==> src/fsp_pkg.sv <==
`default_nettype none
// ----------------------------------------------------------------------------
// fsp_pkg
// Shared types and constants for the frame slot presenter.
// ----------------------------------------------------------------------------
package fsp_pkg;
  localparam int SLOTS = 8;
  localparam int SW = $clog2(SLOTS);

  typedef enum logic [2:0] {
    ST_EMPTY = 3'd0, ST_FILLING = 3'd1, ST_READY = 3'd2,
    ST_DISPLAYING = 3'd3, ST_RETIRING = 3'd4
  } slot_st_t;

  typedef enum logic [2:0] {
    OP_CLAIM = 3'd0, OP_FILL = 3'd1, OP_PRESENT = 3'd2,
    OP_SEEK = 3'd3, OP_LAND = 3'd4, OP_PAUSE = 3'd5
  } op_t;

  localparam logic CFG_PREROLL = 1'b0;
  localparam logic CFG_TIMEOUT = 1'b1;

  localparam logic [62:0] M63 = {63{1'b1}};

  // Controller commands to the datapath.
  typedef struct packed {
    logic load;      // capture input item
    logic scan;      // step the slot scan
    logic clk_calc;  // compute presentation clock
    logic do_op;     // apply the operation
    logic emit;      // drive the result
  } cmd_t;

  typedef struct packed {
    logic scan_last;
  } sts_t;
endpackage
`default_nettype wire

==> src/fsp_ctrl.sv <==
`default_nettype none
// ----------------------------------------------------------------------------
// fsp_ctrl
// Sequencer: capture, slot scan, clock compute, apply, emit.
// ----------------------------------------------------------------------------
module fsp_ctrl import fsp_pkg::*; (
  input  wire  clk,
  input  wire  rst_n,
  input  wire  start,
  output logic busy,
  output cmd_t cmd,
  input  sts_t sts
);
  typedef enum logic [4:0] {
    S_IDLE = 5'b00001, S_SCAN = 5'b00010, S_CLK = 5'b00100,
    S_APPLY = 5'b01000, S_EMIT = 5'b10000
  } state_t;

  state_t state_r, state_nxt;

  always_comb begin
    state_nxt = state_r;
    cmd = '0;
    unique case (state_r)
      S_IDLE: begin
        if (start) begin
          cmd.load = 1'b1;
          state_nxt = S_SCAN;
        end
      end
      S_SCAN: begin
        cmd.scan = 1'b1;
        if (sts.scan_last) state_nxt = S_CLK;
      end
      S_CLK: begin
        cmd.clk_calc = 1'b1;
        state_nxt = S_APPLY;
      end
      S_APPLY: begin
        cmd.do_op = 1'b1;
        state_nxt = S_EMIT;
      end
      S_EMIT: begin
        cmd.emit = 1'b1;
        state_nxt = S_IDLE;
      end
      default: state_nxt = S_IDLE;
    endcase
  end

  assign busy = (state_r != S_IDLE);

  always_ff @(posedge clk) begin
    if (!rst_n) state_r <= S_IDLE;
    else state_r <= state_nxt;
  end
endmodule
`default_nettype wire

==> config.mk <==
export PLATFORM = sky130hd
export DESIGN_NAME = fsp_ctrl
export DESIGN_NICKNAME = d
export VERILOG_FILES = /design/src/fsp_pkg.sv /design/src/fsp_ctrl.sv
export SDC_FILE = /design/constraint.sdc
export NUM_CORES = 1
export LEC_CHECK = 0
export BUFFER_PORTS_ARGS = -buffer_cell sky130_fd_sc_hd__clkbuf_2
export CORE_AREA = 5 5 42 44
export DETAILED_ROUTE_END_ITERATION = 12
export DIE_AREA = 0 0 47 49
export HOLD_SLACK_MARGIN = 0.05
export PLACE_DENSITY = 0.51
export SETUP_SLACK_MARGIN = 0.1
export SYNTH_ARGS = -nofsm -noshare
export SYNTH_HDL_FRONTEND = slang
export SYNTH_SLANG_ARGS = --single-unit
export TNS_END_PERCENT = 1
==> constraint.sdc <==
create_clock -name clk -period 1.1 [get_ports clk]
set_clock_uncertainty 0.05 [all_clocks]
set_input_delay 0.22 -clock clk [delete_from_list [all_inputs] [get_ports clk]]
set_output_delay 0.22 -clock clk [all_outputs]
set_load 0.01 [all_outputs]
==> flow_summary.toml <==
[run_status]
violations = "negative setup slack"
status = "finished, violations left"

[floorplanning]
dieArea_um2 = 2300
core_area_um2 = 1400
initial_utilization_pct = 18.7
die-height_um = 49
rows = 14
ios = 10
die_x_um = 47

[grt]
grt_pass1_wl_um = 1170
grt_max_degree = 7
grt_overflow_total = 0
grt_pass1_vias = 309
grt_usage_pct = 7.32
antenna_found_initial = 0

[synthesis]
synth_warnings = 0
synth.distinct_cells = 21
syn-instance-count = 29
syn_nets = 33
ys_seq_area_share_pct = 38.3
synth_area_um2 = 262
synth.avg_cell_area_um2 = 9.02
ys_ff_latch = 5

[setup_path]
cp_slowest_cell = "dfxtp_4"
endpoint_kind = "primary output"
cp_data_arrival_time_ns = 1.21
critPathMaxStageDelay_ns = 0.35
worstPathCellList = "nor4_4 > and3_4 > clkbuf_2"
critPathKind = "flip-flop to primary output"
cp_max_fo = 3
worst_setup_path_start_kind = "flip-flop"
cp.required_ns = 0.83

[clocking]
clock_path_buffers = 2
ctsHoldBuffers = 0
h-tree-depth = 1
cts_made_buffers = 3
clk_pin_slew_ns = 0.04
worstSkewPairLatency_ns = 0.24
root_buffer = "clkbuf_4"
clkSinkCount = 5
cts_tree = "built"

[drt]
detail-route-antenna-nets = 0
wirelength_um = 721
firstDrtPassIters = 1
vias = 286
vias_per_cell = 4.33
drtIter0Drc = 0
drc = 0
wl_per_cell_um = 10.9

[placed_design]
dpl_cell_area_um2 = 395
dpl_worst_slack_ns = -0.156
dp_hpwl_um = 584
gp_congestion = 0.645
port_buffers = 9

[finish]
drive_gt1_share_pct = 78.0
syn2layout_area_growth_pct = 85.2
antennaDiodeCount = 0
largest_register = "state_r"
largestRegisters = "state_r: 5 flops"
multi_input_area_um2 = 205
largest_register_ffs = 5
final_nets = 55
finalInstanceArea_um2 = 484
seq_area_um2 = 109
n_fill_cell = 159

[timing]
worst_pin_slew_ns = 0.226
layout_min_cycle_time_ns = 1.48
hold_violations = 0
post-route-period-util_pct = 134
rsz0062_at_grt = "yes"
setup_violations = 7
slew_violations = 0
final.setup.tns_ns = -2.09
relSlewSlack_pct = 84.8
fmax_mhz = 678
fin_ws_ns = -0.375

[pwr]
p_per_area_nw_per_um2 = 1020
vdd_drop_max_mv = 0.588
static-leakage-power_nw = 0.231
finalPower_uw = 493

[worst_hold_path]
hp-class = "primary input to flip-flop"

[run]
cap_violations = 0
## final timing paths
check	from	end	slack, ns	cells after the start
setup / recovery	state_r[3]	cmd[4]	-0.38	3
hold / removal	sts	state_r[2]	0.17	2
setup reg to reg	state_r[3]	state_r[0]	-0.07	5
hold reg to reg	state_r[1]	state_r[4]	0.61	2
## logic make-up after synthesis
| kind of cell | synth area share, % |
|---|---|
| DFF | 38.3 |
| buffers and inverters | 4.31 |
| AOI/OAI and AO/OA | 12.0 |
| and+or+nand+nor | 45.5 |
## area by class of cell
type,instances,share of cell area [%]
Clock buffer,4,5.43
Inverter,1,0.775
Multi-Input combinational cell,22,42.4
Sequential cell,5,22.5
Tap cell,16,4.13
Timing Repair Buffer,18,24.8
## synthesized netlist by cell type
cell type  count  area (µm²)
dfxtp_1        5         100
and3_2         3        22.5
nand2_1        2        7.51
nor3_1         2        10.0
a22o_2         1        10.0
a311oi_1       1        8.76
and2_1         1        6.26
and2_2         1        7.51
and2b_2        1        8.76
and3_1         1        6.26
buf_4          1        7.51
inv_1          1        3.75
nand2b_1       1        6.26
nand3b_1       1        7.51
nor2_1         1        3.75
nor2b_1        1        6.26
nor3b_1        1        7.51
nor4_1         1        6.26
nor4_2         1        12.5
o21a_1         1        7.51
o21ai_0        1        5.00
## metrics by stage
step	util (%)	hold WS (ns)	std cells
2_1_floorplan	-	0.292	29
3_3_place_gp	28.2	0.417	61
3_5_place_dp	28.2	0.423	61
4_1_cts	32.3	0.169	65
5_1_grt	34.6	0.186	66
6_report	34.6	0.172	66
## repair_timing
item                                    CTS  global route
endpoints found under the hold margin     0             0
buffers inserted                          0             1
pin swaps                                 5             3
endpoints found under the setup margin   11            11
gates resized for setup                  10             8
## cell usage in the layout (no fill, tap or decap), types with 2 or more instances in the layout
cell	Yosys	final
buf_6	0	2
nand2_1	2	2
nor4_4	0	2
buf_4	1	7
clkbuf_4	0	3
dfxtp_2	0	4
buf_2	0	3
and3_4	0	2
clkbuf_2	0	6
## power by group
group / leakage [nW] / switching, mW / internal, mW
Combinational: 0.173 / 0.0321 / 0.0519
Sequential: 0.0426 / 0.0124 / 0.187
Clock: 0.0150 / 0.0721 / 0.137
Total: 0.231 / 0.117 / 0.376
## critical path: cells and delay by family, from the launching register on
family / cells / cell delay (ns)
DFF: 1 / 0.35
buffers and inverters: 1 / 0.12
and+or+nand+nor: 2 / 0.49
## metal layers
| layer | global-route usage, % | wire length [µm] | part of all wire [%] |
|---|---|---|---|
| met2 | 10.6 | 332 | 46 |
| met5 | 0 | 0 | 0 |
| met4 | 6.91 | 29 | 4.0 |
| met3 | 1.85 | 60 | 8.3 |
| met1 | 8.13 | 299 | 41 |
No activity file was read; power rests on OpenSTA's default activity.
